### config.mk
export PLATFORM = sky130hd
export DESIGN_NAME = bmc_queue
export DESIGN_NICKNAME = d
export VERILOG_FILES = /design/src/rtl/binarize_and_mark_contour_defines.svh /design/src/rtl/bmc_pkg.sv /design/src/rtl/bmc_queue.sv
export SDC_FILE = /design/constraint.sdc
export NUM_CORES = 1
export LEC_CHECK = 0
export BUFFER_PORTS_ARGS = -buffer_cell sky130_fd_sc_hd__clkbuf_2
export CORE_AREA = 3 3 40 42
export CTS_CLUSTER_DIAMETER = 50
export CTS_CLUSTER_SIZE = 12
export DETAILED_ROUTE_END_ITERATION = 8
export DIE_AREA = 0 0 43 45
export PLACE_DENSITY_LB_ADDON = 0.3
export SETUP_SLACK_MARGIN = 0.4
export SYNTH_ARGS = -nofsm -noshare
export SYNTH_HDL_FRONTEND = slang
export SYNTH_SLANG_ARGS = --single-unit
### constraint.sdc
create_clock -name clk -period 0.9 [get_ports clk]
set_input_delay 0.135 -clock clk [delete_from_list [all_inputs] [get_ports clk]]
set_output_delay 0.135 -clock clk [all_outputs]
set_load 0.1 [all_outputs]
### src/rtl/binarize_and_mark_contour_defines.svh
// Assertion macros for the binarize_and_mark_contour block.
// Used by the top level; expects clk and rst_n in scope.
`ifndef BINARIZE_AND_MARK_CONTOUR_DEFINES_SVH
`define BINARIZE_AND_MARK_CONTOUR_DEFINES_SVH

`ifndef ASSERT_OFF

`define BMC_ASSERT_IMPLY(lbl, ante, cons) \
    lbl: assert property (@(posedge clk) disable iff (!rst_n) (ante) |-> (cons)) \
        else $error("assertion failed");

`define BMC_ASSERT_NEXT(lbl, ante, cons) \
    lbl: assert property (@(posedge clk) disable iff (!rst_n) (ante) |=> (cons)) \
        else $error("assertion failed");

`else

`define BMC_ASSERT_IMPLY(lbl, ante, cons)

`define BMC_ASSERT_NEXT(lbl, ante, cons)

`endif

`endif

### src/rtl/bmc_pkg.sv
// Shared types and constants for the binarize_and_mark_contour block.
// No dependencies.
package bmc_pkg;

    localparam int CHAN_W         = 8;
    localparam int THR_W          = 8;
    localparam int SIZE_W         = 12;
    localparam int COORD_W        = 11;
    localparam int CFG_IDX_W      = 2;
    localparam int IN_TDATA_W     = 24;
    localparam int OUT_TDATA_W    = 24;
    localparam int WIN_W          = 9;
    localparam int QUEUE_DEPTH    = 2;
    localparam int MIN_SIZE       = 3;

    localparam int DEF_MAX_WIDTH  = 2048;
    localparam int DEF_MAX_HEIGHT = 2048;

    localparam int THRESHOLD_RST  = 128;
    localparam int WIDTH_RST      = 640;
    localparam int HEIGHT_RST     = 480;

    // all window positions except the center
    localparam logic [WIN_W-1:0] NEIGHBOR_MASK = 9'h1EF;
    localparam int               CENTER_BIT    = 4;

    typedef enum logic [CFG_IDX_W-1:0] {
        CFG_THRESHOLD = 2'd0,
        CFG_WIDTH     = 2'd1,
        CFG_HEIGHT    = 2'd2
    } cfg_index_t;

    typedef struct packed {
        logic               emit;
        logic               done;
        logic [COORD_W-1:0] row;
        logic [COORD_W-1:0] col;
    } bmc_tag_t;

    localparam int TAG_W = $bits(bmc_tag_t);

    typedef struct packed {
        logic full;
        logic empty;
    } bmc_qstat_t;

endpackage

### src/rtl/bmc_queue.sv
// Small FIFO between the front end and the back end.
// Generic width and depth. Uses bmc_pkg for the status struct.
module bmc_queue
    import bmc_pkg::*;
#(
    parameter int WIDTH = 1,
    parameter int DEPTH = QUEUE_DEPTH
)
(
    input  logic             clk,
    input  logic             rst_n,
    input  logic             push,
    input  logic [WIDTH-1:0] wr_data,
    input  logic             pop,
    output logic [WIDTH-1:0] rd_data,
    output bmc_qstat_t       stat
);

    localparam int PW = (DEPTH > 1) ? $clog2(DEPTH) : 1;
    localparam int NW = $clog2(DEPTH + 1);

    logic [WIDTH-1:0] entry_reg [DEPTH];
    logic [PW-1:0]    wr_ptr_reg, wr_ptr_next;
    logic [PW-1:0]    rd_ptr_reg, rd_ptr_next;
    logic [NW-1:0]    count_reg, count_next;

    assign rd_data    = entry_reg[rd_ptr_reg];
    assign stat.full  = (count_reg == NW'(DEPTH));
    assign stat.empty = (count_reg == '0);

    always_comb
    begin
        wr_ptr_next = wr_ptr_reg;
        rd_ptr_next = rd_ptr_reg;
        count_next  = count_reg;
        if (push)
            wr_ptr_next = (wr_ptr_reg == PW'(DEPTH - 1)) ? '0 : wr_ptr_reg + PW'(1);
        if (pop)
            rd_ptr_next = (rd_ptr_reg == PW'(DEPTH - 1)) ? '0 : rd_ptr_reg + PW'(1);
        if (push && !pop)
            count_next = count_reg + NW'(1);
        else if (pop && !push)
            count_next = count_reg - NW'(1);
    end

    always_ff @(posedge clk or negedge rst_n)
    begin
        if (!rst_n)
        begin
            wr_ptr_reg <= '0;
            rd_ptr_reg <= '0;
            count_reg  <= '0;
        end
        else
        begin
            wr_ptr_reg <= wr_ptr_next;
            rd_ptr_reg <= rd_ptr_next;
            count_reg  <= count_next;
        end
    end

    always_ff @(posedge clk)
    begin
        if (push)
            entry_reg[wr_ptr_reg] <= wr_data;
    end

endmodule

==> parameters.txt <==
Parameter                              Value

Setup path
  Category of the most critical setup path ... flop to primary output
  Arrival time at the worst endpoint ... 1.11 ns
  Critical register-to-register path endpoint ... count_reg[1]
  Startpoint of the worst register-to-register path ... count_reg[0]
  Critical Path, Cell by Cell ... mux2_4 > buf_12
  Worst R2R Setup Slack ... -0.11 ns
  Length in cells of the worst reg-to-reg path ... 4
  Critical path peak fanout ... 2
  Kind of end point of the critical path ... primary output
  Worst endpoint required time ... 0.76 ns
  Largest stage delay on the critical path ... 0.38 ns
  Critical path origin ... rd_ptr_reg
  CP max-delay cell ... sky130_fd_sc_hd__dfrtp_1
  Element type at the critical path start ... flop

Yosys
  Most used standard cells in the synthesized netlist ... sky130_fd_sc_hd__dfrtp_1, sky130_fd_sc_hd__xor2_1, sky130_fd_sc_hd__edfxtp_1, sky130_fd_sc_hd__nor2_1
  Post-synthesis cell area ... 260 sq um
  Async set-reset flop share out of synthesis ... 66.7%
  Library cell occupying the most area in the post-synthesis netlist ... sky130_fd_sc_hd__dfrtp_1
  Primary flip-flop cell chosen by synthesis mapping ... sky130_fd_sc_hd__dfrtp_1
  Register bit count reported by yosys ... 6
  Area share of the largest cell type after synthesis ... 38.5%
  Number of enable-type register cells in the synthesized netlist ... 2
  Synthesized instance count ... 19
  Post-Synthesis Mean Instance Area ... 13.7 sq um
  Synth warnings ... 0
  Dominant cells by area after synthesis ... sky130_fd_sc_hd__dfrtp_1, sky130_fd_sc_hd__edfxtp_1, sky130_fd_sc_hd__xor2_1
  Synthesized net count ... 25
  Fraction of the yosys area taken by sequential cells ... 61.5%
  Library cells used by synthesis ... 11

Clock network
  TritonCTS buffer count ... 3
  Number of buffers between clock root and the deepest sink ... 2
  Level count of the clock H-tree ... 1
  Later-pin clock latency in the skew report ... 0.25 ns
  CTS Root Buffer Type ... sky130_fd_sc_hd__clkbuf_4
  Clock sink total ... 6
  Clock tree from TritonCTS ... yes
  Clock input transition at the sequential cells of the worst setup and hold paths ... 0.05 ns

Timing
  Final period util ... 139%
  Final setup fails ... 5
  Max transition margin ... 88.9%
  Setup repair after global routing missed its margin ... true
  Setup WS post-layout ... -0.347 ns
  Count of endpoints failing hold in the final timing report ... 0
  Tightest Pin Transition ... 0.167 ns
  Worst hold margin ... 0.0763 ns
  Setup Total Neg Slack ... -1.15 ns
  Clock Skew ... 0.0000784 ns
  Time the final worst path needs with I/O delays and setup ... 1.25 ns
  Final-report max-slew violation count ... 0
  Achievable Freq ... 802 MHz

Layout
  Utilization after layout ... 40.8%
  Diodes inserted ... 0
  Area overhead of the layout relative to synthesis ... 101%
  Non-filler cells in the finished layout ... 56
  Share of cells above drive strength 1 ... 63.4%
  Number of nets in the layout ... 48

Die
  Core ar. ... 0.00128 sq mm
  Width of the die ... 43 microns
  Number of placement rows ... 13
  Starting Density ... 20.3%
  Boundary Pins ... 8
  Area of the die ... 0.00194 sq mm
  Die H ... 45 microns

Place
  Number of instances in the placed design ... 47
  HPWL Detailed ... 355 microns
  Placer congestion estimate ... 0.696
  Number of I/O port buffers ... 7

Drt
  Via density per instance ... 3.57
  Drt drc ... 0
  Number of vias after detailed routing ... 200
  Detailed-router iteration count before antenna repair ... 4
  DRC marker count from the first detailed-route iteration ... 1
  Remaining number of nets flagged by the antenna check after routing ... 0
  Routed length per instance ... 9.48 microns
  Wire length reported by the detailed router ... 531 microns

Hold path
  Hold wc startpoint ... wr_data
  Count of cells along the worst hold path ... 1
  Kind of path behind the tightest hold check ... input port to flop
  Terminating pin of the worst hold path ... entry_reg[1]

Global routing
  Initial antenna violation count ... 0
  Vias in the first global route ... 201
  First-pass GRT wire length ... 828 microns
  All-layer global routing usage ... 6.47%
  Aggregate global routing overflow ... 0
  Maximum number of pins on one net before global-route repair ... 5

Status
  Run status ... complete, but fails checks
  Violated checks ... negative setup slack

Run
  Max capacitance violation total ... 0
-- cells in the final DEF (no fill, tap or decap) --
cell type,Yosys,layout
sky130_fd_sc_hd__and2_4,0,1
sky130_fd_sc_hd__and2b_4,0,1
sky130_fd_sc_hd__buf_12,0,3
sky130_fd_sc_hd__buf_4,0,5
sky130_fd_sc_hd__buf_6,0,5
sky130_fd_sc_hd__clkbuf_1,0,1
sky130_fd_sc_hd__clkbuf_2,0,4
sky130_fd_sc_hd__clkbuf_4,0,3
sky130_fd_sc_hd__dfrtp_1,4,4
sky130_fd_sc_hd__dlygate4sd3_1,0,1
sky130_fd_sc_hd__edfxtp_1,2,2
sky130_fd_sc_hd__ha_4,0,1
sky130_fd_sc_hd__inv_1,1,1
sky130_fd_sc_hd__mux2_4,0,1
sky130_fd_sc_hd__nor2_1,2,1
sky130_fd_sc_hd__nor2_4,0,1
sky130_fd_sc_hd__nor2b_1,1,1
sky130_fd_sc_hd__xnor2_2,0,1
sky130_fd_sc_hd__xor2_1,4,4
-- worst max-delay path, delay by kind of cell (launching register included) --
kind | cells | cell delay (ns)
multiplexers | 1 | 0.31
flip-flops | 1 | 0.38
buffers and inverters | 1 | 0.17
-- layout make-up --
type / count / area [sq um]
flip-flops and latches: 6 / 160
inverters: 1 / 3.75
repair buffers: 18 / 184
clock buffers: 4 / 26.3
multi-input cells: 12 / 131
fillers: 131 / 761
well taps: 15 / 18.8
-- how the worst max path moves through the flow --
| stage | slack, ns | end |
|---|---|---|
| 5_1_grt | -0.37 | rd_data |
| 4_1_cts | -0.36 | rd_data |
| 3_3_place_gp | -0.08 | rd_data |
| 6_report | -0.35 | rd_data |
| 3_5_place_dp | -0.09 | rd_data |
| 2_1_floorplan | -0.14 | stat[0] |
-- cells by family (layout without fill, tap and decap cells) --
| family | Yosys count | count (layout) | synth area share (%) |
|---|---|---|---|
| XOR/XNOR | 5 | 5 | 16.8 |
| adder cells (fa/ha/maj) | 1 | 1 | 4.81 |
| buffers and inverters | 1 | 23 | 1.44 |
| flip-flops | 6 | 6 | 61.5 |
| multiplexers | 1 | 1 | 4.33 |
| AND/OR/NAND/NOR | 5 | 5 | 11.1 |
-- layer usage --
layer | routed length, microns | track usage (%) | up-vias
met2 | 256 | 7.19 | 5
li1 | - | - | 103
met5 | 0 | 0 | -
met3 | 36 | 2.79 | 2
met4 | 4 | 9.04 | 0
met1 | 235 | 7.67 | 90
-- timing repair --
action                     4_1_cts  5_1_grt
hold buffers                     1        0
pin swaps                        1        2
hold endpoints to repair         4        0
cloned                           0        0
gates resized for setup          4        3
setup endpoints to repair        9        9
buffers inserted                 3        1
-- metrics by stage --
step | worst slack, ns | cell area, sq um
2_1_floorplan | -0.144 | 285
6_report | -0.347 | 524
4_1_cts | -0.362 | 507
5_1_grt | -0.369 | 524
3_3_place_gp | -0.0823 | 429
3_5_place_dp | -0.0921 | 429
Power is not shown: default switching activity piles up to over one toggle a cycle in this logic, so the estimate is an artifact.
