`config.mk`:
```
export PLATFORM = sky130hd
export DESIGN_NAME = bmc_front
export DESIGN_NICKNAME = d
export VERILOG_FILES = /design/src/rtl/binarize_and_mark_contour_defines.svh /design/src/rtl/bmc_pkg.sv /design/src/rtl/bmc_front.sv
export SDC_FILE = /design/constraint.sdc
export NUM_CORES = 1
export LEC_CHECK = 0
export BUFFER_PORTS_ARGS = -buffer_cell sky130_fd_sc_hd__buf_2
export CORE_MARGIN = 5
export CORE_UTILIZATION = 56
export CTS_CLUSTER_DIAMETER = 60
export DETAILED_ROUTE_END_ITERATION = 16
export GPL_ROUTABILITY_DRIVEN = 0
export MAX_ROUTING_LAYER = met4
export PLACE_DENSITY = 0.85
export SLEW_MARGIN = 20
export SYNTH_ARGS = -nofsm -noshare
export SYNTH_HDL_FRONTEND = slang
export SYNTH_SLANG_ARGS = --single-unit
```
`constraint.sdc`:
```
create_clock -name clk -period 3.05 [get_ports clk]
set_clock_uncertainty 0.05 [all_clocks]
set_input_delay 0.305 -clock clk [delete_from_list [all_inputs] [get_ports clk]]
set_output_delay 0.305 -clock clk [all_outputs]
set_load 0.05 [all_outputs]
```
`src/rtl/binarize_and_mark_contour_defines.svh`:
```
// Assertion macros for the binarize_and_mark_contour block.
// Used by the top level; expects clk and rst_n in scope.
`ifndef BINARIZE_AND_MARK_CONTOUR_DEFINES_SVH
`define BINARIZE_AND_MARK_CONTOUR_DEFINES_SVH

`ifndef ASSERT_OFF

`define BMC_ASSERT_IMPLY(lbl, ante, cons) \
    lbl: assert property (@(posedge clk) disable iff (!rst_n) (ante) |-> (cons)) \
        else $error("assertion failed");

`define BMC_ASSERT_NEXT(lbl, ante, cons) \
    lbl: assert property (@(posedge clk) disable iff (!rst_n) (ante) |=> (cons)) \
        else $error("assertion failed");

`else

`define BMC_ASSERT_IMPLY(lbl, ante, cons)

`define BMC_ASSERT_NEXT(lbl, ante, cons)

`endif

`endif

```
`src/rtl/bmc_pkg.sv`:
```
// Shared types and constants for the binarize_and_mark_contour block.
// No dependencies.
package bmc_pkg;

    localparam int CHAN_W         = 8;
    localparam int THR_W          = 8;
    localparam int SIZE_W         = 12;
    localparam int COORD_W        = 11;
    localparam int CFG_IDX_W      = 2;
    localparam int IN_TDATA_W     = 24;
    localparam int OUT_TDATA_W    = 24;
    localparam int WIN_W          = 9;
    localparam int QUEUE_DEPTH    = 2;
    localparam int MIN_SIZE       = 3;

    localparam int DEF_MAX_WIDTH  = 2048;
    localparam int DEF_MAX_HEIGHT = 2048;

    localparam int THRESHOLD_RST  = 128;
    localparam int WIDTH_RST      = 640;
    localparam int HEIGHT_RST     = 480;

    // all window positions except the center
    localparam logic [WIN_W-1:0] NEIGHBOR_MASK = 9'h1EF;
    localparam int               CENTER_BIT    = 4;

    typedef enum logic [CFG_IDX_W-1:0] {
        CFG_THRESHOLD = 2'd0,
        CFG_WIDTH     = 2'd1,
        CFG_HEIGHT    = 2'd2
    } cfg_index_t;

    typedef struct packed {
        logic               emit;
        logic               done;
        logic [COORD_W-1:0] row;
        logic [COORD_W-1:0] col;
    } bmc_tag_t;

    localparam int TAG_W = $bits(bmc_tag_t);

    typedef struct packed {
        logic full;
        logic empty;
    } bmc_qstat_t;

endpackage

```
`src/rtl/bmc_front.sv`:
```
// Front end: configuration registers, pixel threshold and raster position.
// Classifies each accepted pixel and pushes it to the queue. Uses bmc_pkg.
module bmc_front
    import bmc_pkg::*;
#(
    parameter int MAX_WIDTH  = DEF_MAX_WIDTH,
    parameter int MAX_HEIGHT = DEF_MAX_HEIGHT
)
(
    input  logic                         clk,
    input  logic                         rst_n,
    input  logic                         cfg_valid,
    input  logic [CFG_IDX_W-1:0]         cfg_index,
    input  logic [SIZE_W-1:0]            cfg_data,
    input  logic                         s_tvalid,
    output logic                         s_tready,
    input  logic [IN_TDATA_W-1:0]        s_tdata,
    input  bmc_qstat_t                   q_stat,
    output logic                         push,
    output logic                         push_bit,
    output logic [$clog2(MAX_WIDTH)-1:0] push_addr,
    output bmc_tag_t                     push_tag
);

    localparam int CW  = $clog2(MAX_WIDTH);
    localparam int RW  = $clog2(MAX_HEIGHT);
    localparam int EW  = (CW + 1 > SIZE_W) ? CW + 1 : SIZE_W;
    localparam int EH  = (RW + 1 > SIZE_W) ? RW + 1 : SIZE_W;
    localparam int RXW = (RW > COORD_W) ? RW : COORD_W;
    localparam int CXW = (CW > COORD_W) ? CW : COORD_W;
    localparam logic [EW-1:0] WIDTH_RST_CL =
        EW'((WIDTH_RST > MAX_WIDTH) ? MAX_WIDTH : WIDTH_RST);
    localparam logic [EH-1:0] HEIGHT_RST_CL =
        EH'((HEIGHT_RST > MAX_HEIGHT) ? MAX_HEIGHT : HEIGHT_RST);

    logic [THR_W-1:0] thr_reg, thr_next;
    logic [EW-1:0]    width_reg, width_next;
    logic [EH-1:0]    height_reg, height_next;
    logic [CW-1:0]    col_reg, col_next;
    logic [RW-1:0]    row_reg, row_next;

    logic [EW-1:0]    size_w_in, width_cl, col_inc;
    logic [EH-1:0]    size_h_in, height_cl, row_inc;
    logic [RXW-1:0]   row_m1;
    logic [CXW-1:0]   col_m1;
    logic [CHAN_W-1:0] chan_zero, chan_one, chan_two;
    logic             row_wrap;

    assign chan_zero = s_tdata[CHAN_W-1:0];
    assign chan_one  = s_tdata[2*CHAN_W-1:CHAN_W];
    assign chan_two  = s_tdata[3*CHAN_W-1:2*CHAN_W];

    assign s_tready = !q_stat.full;
    assign push     = s_tvalid && s_tready;

    always_comb
    begin
        size_w_in = EW'(cfg_data);
        size_h_in = EH'(cfg_data);
        if (size_w_in < EW'(MIN_SIZE))
            width_cl = EW'(MIN_SIZE);
        else if (size_w_in > EW'(MAX_WIDTH))
            width_cl = EW'(MAX_WIDTH);
        else
            width_cl = size_w_in;
        if (size_h_in < EH'(MIN_SIZE))
            height_cl = EH'(MIN_SIZE);
        else if (size_h_in > EH'(MAX_HEIGHT))
            height_cl = EH'(MAX_HEIGHT);
        else
            height_cl = size_h_in;

        thr_next    = thr_reg;
        width_next  = width_reg;
        height_next = height_reg;
        if (cfg_valid)
        begin
            unique case (cfg_index_t'(cfg_index))
                CFG_THRESHOLD: thr_next    = cfg_data[THR_W-1:0];
                CFG_WIDTH:     width_next  = width_cl;
                CFG_HEIGHT:    height_next = height_cl;
                default:       ;
            endcase
        end
    end

    always_comb
    begin
        col_inc  = EW'(col_reg) + EW'(1);
        row_inc  = EH'(row_reg) + EH'(1);
        row_wrap = (col_inc >= width_reg);
        col_next = col_reg;
        row_next = row_reg;
        if (push)
        begin
            if (row_wrap)
            begin
                col_next = '0;
                row_next = (row_inc >= height_reg) ? '0 : row_inc[RW-1:0];
            end
            else
            begin
                col_next = col_inc[CW-1:0];
            end
        end

        row_m1 = RXW'(row_reg) - RXW'(1);
        col_m1 = CXW'(col_reg) - CXW'(1);

        push_bit       = (chan_zero > thr_reg) || (chan_one > thr_reg) ||
                         (chan_two > thr_reg);
        push_addr      = col_reg;
        push_tag.emit  = (row_reg >= RW'(2)) && (col_reg >= CW'(2));
        push_tag.done  = (row_inc == height_reg) && (col_inc == width_reg);
        push_tag.row   = row_m1[COORD_W-1:0];
        push_tag.col   = col_m1[COORD_W-1:0];
    end

    always_ff @(posedge clk or negedge rst_n)
    begin
        if (!rst_n)
        begin
            thr_reg    <= THR_W'(THRESHOLD_RST);
            width_reg  <= WIDTH_RST_CL;
            height_reg <= HEIGHT_RST_CL;
            col_reg    <= '0;
            row_reg    <= '0;
        end
        else
        begin
            thr_reg    <= thr_next;
            width_reg  <= width_next;
            height_reg <= height_next;
            col_reg    <= col_next;
            row_reg    <= row_next;
        end
    end

endmodule

```
==> results.md, run 1 <==
* Overflow after GRT at 0
* # Max-Cap Violations at 0
* RSZ-0062 raised after global routing: yes
* # clock sinks at 54
* Logic pwr share at 60.7%
* Global-route wire length before repair at 17,000 um
* Clock-pin slew on the worst setup and hold paths at 100 ps
* Sequential area share after synthesis at 32.5%
* Chip height at 96.4 um
* Count leader, synth: nand2_1
* Power, Total at 3.46 mW
* DRC at 0
* Die area at 9290 um2
* I/O pins at 82
* Dpl ws at 37.8 ps
* Share of power burned in registers at 26.5%
* Violations in the final reports: setup timing
* Fmax at 0.323 GHz
* Layout area overhead at 22.4%
* Count of final hold-check violations at 0
* Multi-input logic area at 2680 um2
* PwrDens at 677 nW/um2
* Setup violations, final at 1
* Ys flop type: dfrtp_1
* # rows at 31
* Hold crit path type: primary input to register
* Crit path launch type: register
* Count of input and output buffers at 80
* Drt pass-1 iters at 5
* Worst setup EP type: primary output
* Period utilisation layout at 101%
* Clk pwr share at 12.8%
* FFs w/ async S/R, synth at 100%
* Initial Utilization at 57.6%
* CP arrival at 2740 ps
* Worst R2R Start: push_addr[0]
* Routed via count at 3,813
* Crit path kind: register to primary output
* Post-synth EDFFs at 0
* Largest cells by area after synthesis: dfrtp_1, ha_1, nand2_1
* Gr usage total at 23.8%
* Drt initial violations at 226
* Seq. cell area at 1370 um2
* Status: finished with violations
* Yosys warnings at 0
* Synthesized flop and latch total at 54
* Worst-Skew Late Latency at 320 ps
* Final min period at 3090 ps
* Antenna violations before repair at 0
* Routed wire length at 10,300 um
* Crit-path max FO at 4
* CTS root buf: clkbuf_8
* Cell internal pwr at 1.77 mW
* Max VDD drop at 0.248 mV
* Switching power total at 1.70 mW
* CP required at 2690 ps
* Layout fillers at 557
* HP Start: cfg_data[7]
* Largest net degree at the start of global routing at 41
* H-Tree Depth at 2
* Unique masters post-synth at 51
* Die X at 96.4 um
* Post-synthesis cell area at 4180 um2
* Worst slew margin at 50.5%
* Drt wl/cell at 15.2 um
* CTS tree: yes
* Final Net Count at 676
* Vias in the first global route at 3,742
* Final Worst Setup Slack at -42.0 ps
* Synth Net Count at 576
* Ant. Diodes at 0
* DPL Wire Length at 8130 um
* Yosys top cell by area: dfrtp_1
* Layout cells sized above 1 at 30.7%
* Via/cell ratio at 5.62
* Share of the synthesized area in the top cell type at 28.1%
* Core Util, Final at 70.5%
* Routed Antenna Nets at 0
* Least-Margin Pin Slew at 740 ps
* Synth cell count leaders: nand2_1, ha_1, dfrtp_1
* Number of CTS-inserted buffers at 5
* Synth Instances at 478
* Core Area at 7250 um2
* Crit path from: push_addr[0]
* Longest Clk Path Bufs at 2
* Static leakage at 2.61 nW
* Slew Viols, Final at 0
* Sw Share at 49.0%
* Avg Inst Size Synth at 8.74 um2
## per-stage QoR
step	TNS (ps)	std cells	cell area, um2	hold slack (ps)
6_report	-42.0	678	5120	195
4_1_cts	-22.3	674	5060	180
3_5_place_dp	0	659	4830	174
5_1_grt	-146	678	5120	180
2_1_floorplan	-167	478	4260	-40.6
3_3_place_gp	0	659	4830	167
## what timing repair did
item	in CTS	in global routing
gates cloned	0	1
hold buffers	1	0
endpoints found under the hold margin	14	0
buffers inserted	6	3
resized for setup	15	4
pin swaps	12	4
setup endpoints to repair	1	7
## cell families after synthesis
group	after synthesis	share of synthesized area (%)
adder cells (fa/ha/maj)	54	16.2
XOR/XNOR	34	7.13
flip-flops	54	32.5
multiplexers	9	2.43
buffers and inverters	68	6.89
AO/OA/AOI/OAI	99	15.8
AND/OR/NAND/NOR	160	19.0
## final cells by class
| class | instances | share of cell area (%) |
|---|---|---|
| Multi-Input combinational cell | 357 | 52.4 |
| Sequential cell | 54 | 26.8 |
| Timing Repair Buffer | 115 | 13.1 |
| Inverter | 45 | 3.30 |
| Tap cell | 99 | 2.42 |
| Clock buffer | 6 | 1.61 |
| Clock inverter | 2 | 0.318 |
## critical path: stages (launching register included)
cell and delay (ps):
dfrtp_2 430, nand3_4 100, nor2_4 100, and3_4 230, nand3_4 90, xnor2_2 150, ha_1 300, nand4_1 150
or4_4 540, nor3_4 150, buf_6 180
## power by group through the flow
stage,clock network (mW),logic [mW],registers (mW)
final,0.443,2.10,0.917
after global routing,0.475,2.28,0.931
after CTS,0.444,2.08,0.915
after detailed placement,0,2.00,0.931
after global placement,0,1.92,0.923
after floorplan,0,1.43,1.02
## worst paths after layout
path                       slack, ps  depth (start not counted)             to
min                              200                          3     thr_reg[7]
max in group asynchronous       1750                          3  height_reg[7]
min reg2reg                      440                          2  height_reg[8]
max reg2reg                      120                         13     row_reg[6]
max                              -40                         10   push_tag[22]
min in group asynchronous        350                          2   push_addr[2]
## cells in the final DEF (no fill, tap or decap), types with 3 or more instances in the layout
cell	count
a21o_1	6
o21a_1	6
xnor2_2	3
nand2_1	58
dfstp_2	7
buf_4	34
nor2_4	3
o21ai_0	30
nand2b_1	11
a22o_1	11
dfrtp_2	8
xor2_1	18
nor2b_1	7
nor3_1	10
nand3_4	3
nor2_1	18
o21ai_1	14
nor4_1	5
buf_2	79
dfrtp_1	39
ha_1	51
nand3_1	12
nand4_1	10
a21oi_1	15
and3_1	5
a221o_1	3
ha_4	3
inv_1	45
clkbuf_8	6
xnor2_1	13
mux2_2	9
## layer usage
layer	wire [um]	track usage [%]	up-vias
met4	148	5.26	0
met2	5170	41.8	132
li1	-	-	1845
met5	0	-	-
met3	646	3.25	17
met1	4360	29.1	1819
No activity file was read; power rests on OpenSTA's default activity.
==> inputs of run 2 (changes only) <==
--- a/config.mk
+++ b/config.mk
@@ -5,13 +5,11 @@
 export SDC_FILE = /design/constraint.sdc
 export NUM_CORES = 1
 export LEC_CHECK = 0
-export BUFFER_PORTS_ARGS = -buffer_cell sky130_fd_sc_hd__buf_2
+export BUFFER_PORTS_ARGS = -buffer_cell sky130_fd_sc_hd__clkbuf_2
 export CORE_MARGIN = 5
 export CORE_UTILIZATION = 56
-export CTS_CLUSTER_DIAMETER = 60
 export DETAILED_ROUTE_END_ITERATION = 16
 export GPL_ROUTABILITY_DRIVEN = 0
-export MAX_ROUTING_LAYER = met4
 export PLACE_DENSITY = 0.85
 export SLEW_MARGIN = 20
 export SYNTH_ARGS = -nofsm -noshare
==> results.md, run 2 (synthesis results as in run 1) <==
* Status: finished with violations
* Violations in the final reports: setup timing
* Period utilisation layout at 105% (+3.7 points)
* Cells along the critical path: ha_4 > nand3_4 > nor2_4 > nand3_2 > xnor2_2 > ha_1 > nand4_1 > or4_4 > nor3_4 > buf_12
* Worst-Skew Late Latency at 330 ps (about the same)
* Critical path's top delay family: simple AND/OR/NAND/NOR gates
* Largest net degree at the start of global routing at 36 (-12%)
* DPL Wire Length at 8110 um (-0.17%)
* Chip height at 96.4 um (unchanged)
* CP arrival at 2850 ps (+110 ps)
* Slowest-stage cell, CP: or4_4
* Commonest non-fill, non-tap cell in the layout: clkbuf_2
* Global-route wire length before repair at 17,800 um (+4.5%)
* Drt initial violations at 153 (-32%)
* Drt wl/cell at 15.8 um (+3.7%)
* Worst slew margin at 40.3% (-10 points)
* Routed wire length at 10,700 um (+3.2%)
* Count of final hold-check violations at 0 (unchanged)
* Worst Hold Margin at 34.2 ps (-161 ps)
* Final min period at 3200 ps (+112 ps)
* Final Net Count at 673 (-0.44%)
* # clock sinks at 54 (unchanged)
* RSZ-0062 raised after global routing: yes
* Crit path launch type: register
* Routed via count at 3,817 (+0.10%)
* Longest Clk Path Bufs at 2 (unchanged)
* Slew Viols, Final at 0 (unchanged)
* Drt pass-1 iters at 5 (unchanged)
* Overflow after GRT at 0 (unchanged)
* Final Worst Setup Slack at -154 ps (-112 ps)
* Most frequent cells in the layout: clkbuf_2, nand2_1, ha_1
* Fmax at 0.312 GHz (-3.5%)
* Max VDD drop at 0.277 mV (+12%)
* Gr usage total at 24.4% (+0.60 points)
* Worst R2R Start: row_reg[1]
* Reg2Reg Setup Slack at 0 ps (-120 ps)
* Setup violations, final at 1 (unchanged)
* Count of input and output buffers at 80 (unchanged)
* Worst reg2reg path depth at 13 (unchanged)
* Worst setup EP type: primary output
* H-Tree Depth at 2 (unchanged)
* Post-Place Cell Area at 4800 um2 (-0.62%)
* Buf+Inv Stages, Crit Path at 1 (unchanged)
* CP required at 2690 ps (about the same)
* Die X at 96.4 um (unchanged)
* Hold crit path type: primary input to asynchronous set/reset pin
* # rows at 31 (unchanged)
* CTS root buf: clkbuf_8
* Core Area at 7250 um2 (unchanged)
* Routed Antenna Nets at 0 (unchanged)
* Die area at 9290 um2 (unchanged)
* CP Depth at 10 (unchanged)
* Crit path kind: register to primary output
* Number of CTS-inserted buffers at 5 (unchanged)
* Dpl ws at 3.92 ps (-33.9 ps)
* Antenna violations before repair at 0 (unchanged)
* Design area at 5090 um2 (-0.56%)
* Ant. Diodes at 0 (unchanged)
* Via/cell ratio at 5.65 (+0.55%)
* Clock-pin slew on the worst setup and hold paths at 110 ps (about the same)
* Static leakage at 2.59 nW (-0.90%)
* Crit-path max FO at 3 (-1)
* CTS tree: yes
* # Max-Cap Violations at 0 (unchanged)
* Worst r2r dst: row_reg[3]
* Max stage delay on crit path at 530 ps (about the same)
* PwrDens at 685 nW/um2 (+1.2%)
* Initial Utilization at 57.6% (unchanged)
* Vias in the first global route at 3,881 (+3.7%)
* I/O pins at 82 (unchanged)
* Least-Margin Pin Slew at 895 ps (+155 ps)
* DRC at 0 (unchanged)
* Layout area overhead at 21.7%
* Layout cells sized above 1 at 30.6% (-0.19 points)
[run 2: report_power, final]
| group | switching [mW] | total (mW) | internal, mW | leakage [nW] |
|---|---|---|---|---|
| combinational | 1.38 | 2.11 | 0.730 | 1.87 |
| clock | 0.280 | 0.453 | 0.173 | 0.0506 |
| sequential | 0.0856 | 0.920 | 0.834 | 0.671 |
| total | 1.75 | 3.48 | 1.74 | 2.59 |
[run 2: worst max path at each step]
stage / from / end / slack (ps)
global placement: push_addr[0] / push_tag[22] / 80
global route: push_addr[1] / push_tag[22] / -250
floorplan: push_addr[2] / push_tag[22] / -170
finish: push_addr[1] / push_tag[22] / -150
CTS: push_addr[1] / push_tag[22] / -90
detailed placement: push_addr[0] / push_tag[22] / 4
[run 2: area by class of cell]
cell class              instances  area (um2)
clock buffers                   5        68.8
clock inverters                 3        28.8
fillers                       551        2170
inverters                      45         169
multi-input cells             356        2660
flip-flops and latches         54        1370
well taps                      99         124
repair buffers                113         663
[run 2: routing by layer]
metal / routed length, um / part of all wire, % / global-route usage (%)
met1: 4410 / 41 / 30.4
met2: 5330 / 50 / 43.4
met3: 701 / 6.6 / 3.41
met4: 217 / 2.0 / 7.94
met5: 0 / 0 / 0
[run 2: what timing repair did]
action | in CTS | in global routing
hold buffers | 0 | 0
gates resized for setup | 12 | 5
setup endpoints to repair | 2 | 11
setup buffers | 13 | 1
pin swaps | 12 | 1
[run 2: metrics by stage]
| stage | TNS (ps) | total power, mW | utilization [%] | cells |
|---|---|---|---|---|
| final | -154 | 3.48 | 70.1 | 675 |
| after global routing | -1220 | 3.69 | 70.1 | 675 |
| after CTS | -86.6 | 3.43 | 69.6 | 674 |
| after detailed placement | 0 | 2.91 | 66.1 | 653 |
| after global placement | 0 | 2.81 | 66.1 | 653 |
| after floorplan | -167 | 2.44 | - | 478 |
==> inputs of run 3 (changes only) <==
--- a/config.mk
+++ b/config.mk
@@ -7,10 +7,11 @@
 export LEC_CHECK = 0
 export BUFFER_PORTS_ARGS = -buffer_cell sky130_fd_sc_hd__clkbuf_2
 export CORE_MARGIN = 5
-export CORE_UTILIZATION = 56
+export CORE_UTILIZATION = 61
 export DETAILED_ROUTE_END_ITERATION = 16
 export GPL_ROUTABILITY_DRIVEN = 0
-export PLACE_DENSITY = 0.85
+export PLACE_DENSITY = 0.91
+export REMOVE_ABC_BUFFERS = 1
 export SLEW_MARGIN = 20
 export SYNTH_ARGS = -nofsm -noshare
 export SYNTH_HDL_FRONTEND = slang
==> constraint.sdc (replaced) <==
create_clock -name clk -period 4 [get_ports clk]
set_clock_uncertainty 0.05 [all_clocks]
set_input_delay 0.4 -clock clk [delete_from_list [all_inputs] [get_ports clk]]
set_output_delay 0.4 -clock clk [all_outputs]
set_load 0.05 [all_outputs]
==> results.md, run 3 (synthesis results as in run 1) <==
* Clock-pin slew on the worst setup and hold paths at 100 ps (about the same)
* Ant. Diodes at 0 (unchanged)
* Number of CTS-inserted buffers at 5 (unchanged)
* Period utilisation layout at 93.6%
* Worst r2r dst: row_reg[0]
* Chip height at 92.8 um (-3.8%)
* # clock sinks at 54 (unchanged)
* Crit path to: push_tag[22]
* Setup violations, final at 0 (-1)
* H-Tree Depth at 2 (unchanged)
* Vias in the first global route at 3,713 (-4.3%)
* Layout cells sized above 1 at 22.6% (-8.0 points)
* Overflow after GRT at 0 (unchanged)
* Worst-Skew Late Latency at 310 ps (-20 ps)
* Static leakage at 2.41 nW (-7.1%)
* Worst R2R Start: row_reg[1]
* Hold crit path type: primary input to asynchronous set/reset pin
* Routed wire length at 10,100 um (-5.0%)
* Final Net Count at 642 (-4.6%)
* CTS root buf: clkbuf_8
* Commonest non-fill, non-tap cell in the layout: clkbuf_2
* CTS tree: yes
* Via/cell ratio at 5.90 (+4.4%)
* Final min period at 3750 ps
* Layout area overhead at 12.3%
* Reg2Reg Setup Slack at 620 ps (+620 ps)
* Most frequent cells in the layout: clkbuf_2, nand2_1, ha_1
* Count of input and output buffers at 80 (unchanged)
* Worst setup EP type: primary output
* Power, Total at 2.50 mW (-28%)
* Crit path from: push_addr[0]
* DRC at 0 (unchanged)
* Least-Margin Pin Slew at 821 ps (-73.9 ps)
* Drt pass-1 iters at 5 (unchanged)
* Fmax at 0.267 GHz
* Worst reg2reg path depth at 11 (-2)
* Routed Antenna Nets at 0 (unchanged)
* Die area at 8610 um2 (-7.4%)
* DPL Wire Length at 8000 um (-1.5%)
* Global-route wire length before repair at 16,800 um (-5.4%)
* CP arrival at 3300 ps (+450 ps)
* Max VDD drop at 0.236 mV (-15%)
* Gr usage total at 24.2% (-0.15 points)
* Slew Viols, Final at 0 (unchanged)
* # rows at 30 (-3.2%)
* Status: finished clean
* Core Area at 6720 um2 (-7.4%)
* I/O pins at 82 (unchanged)
* PwrDens at 532 nW/um2 (-22%)
* RSZ-0062 raised after global routing: no
* CP required at 3550 ps (+860 ps)
* Routed via count at 3,688 (-3.4%)
* Crit-path max FO at 7 (+4)
* Initial Utilization at 62.2% (+4.6 points)
* Die X at 92.8 um (-3.8%)
* Largest net degree at the start of global routing at 55 (+53%)
* Worst slew margin at 45.1% (+4.8 points)
* Antenna violations before repair at 0 (unchanged)
* Drt initial violations at 206 (+35%)
* Core Util, Final at 69.9% (-0.27 points)
* Crit path launch type: register
* Count of final hold-check violations at 0 (unchanged)
* # Max-Cap Violations at 0 (unchanged)
* Drt wl/cell at 16.2 um (+2.6%)
* Longest Clk Path Bufs at 2 (unchanged)
* Crit path kind: register to primary output
* Hold Buf Count CTS at 0 (unchanged)
[run 3: through the flow]
| stage | setup WS [ps] | instances | setup TNS, ps | area, um2 | hold slack (ps) |
|---|---|---|---|---|---|
| global route | 5.60 | 625 | 0 | 4690 | 204 |
| floorplan | -110 | 455 | -110 | 4060 | 54.4 |
| finish | 255 | 625 | 0 | 4690 | 154 |
| global placement | 601 | 617 | 0 | 4580 | 413 |
| CTS | 130 | 625 | 0 | 4690 | 179 |
| detailed placement | 498 | 617 | 0 | 4580 | 427 |
[run 3: worst min path at each step]
stage / start / end / cells past startpoint
after floorplan: rst_n / height_reg[0] / 0
after global placement: width_reg[3] / width_reg[3] / 2
after detailed placement: height_reg[8] / height_reg[8] / 2
after CTS: rst_n / push_addr[7] / 2
after global routing: rst_n / push_addr[7] / 2
final: rst_n / push_addr[3] / 2
[run 3: layout make-up]
type / instances / area, um2
well taps: 80 / 100
flip-flops and latches: 54 / 1360
clock inverters: 3 / 43.8
multi-input cells: 356 / 2530
clock buffers: 5 / 68.8
inverters: 45 / 169
repair buffers: 82 / 418
fillers: 495 / 2020
[run 3: power by group]
part	total (mW)	switching, mW	internal, mW
clock network	0.376	0.188	0.188
registers	0.739	0.106	0.633
logic	1.38	0.941	0.442
[run 3: critical path, cell delays in order (launching register included)]
cell and delay [ps]:
dfrtp_1 500, ha_1 310, nand3_1 150, nor2_2 220, nand3_1 150, xnor2_1 200
ha_1 290, nand4_1 160, or4_1 540, nor3_1 180, clkbuf_4 270
[run 3: repair_timing]
item                                   CTS  global route
setup endpoints to repair                0             1
endpoints found under the hold margin    0             0
buffers inserted                         0             0
gates resized for setup                  0             4
[run 3: layer usage]
layer	track usage, %	vias up	wire length [um]
met5	0	-	0
met4	9.40	0	289
met3	5.20	33	677
met2	43.2	154	5070
met1	28.2	1727	4090
li1	-	1774	-
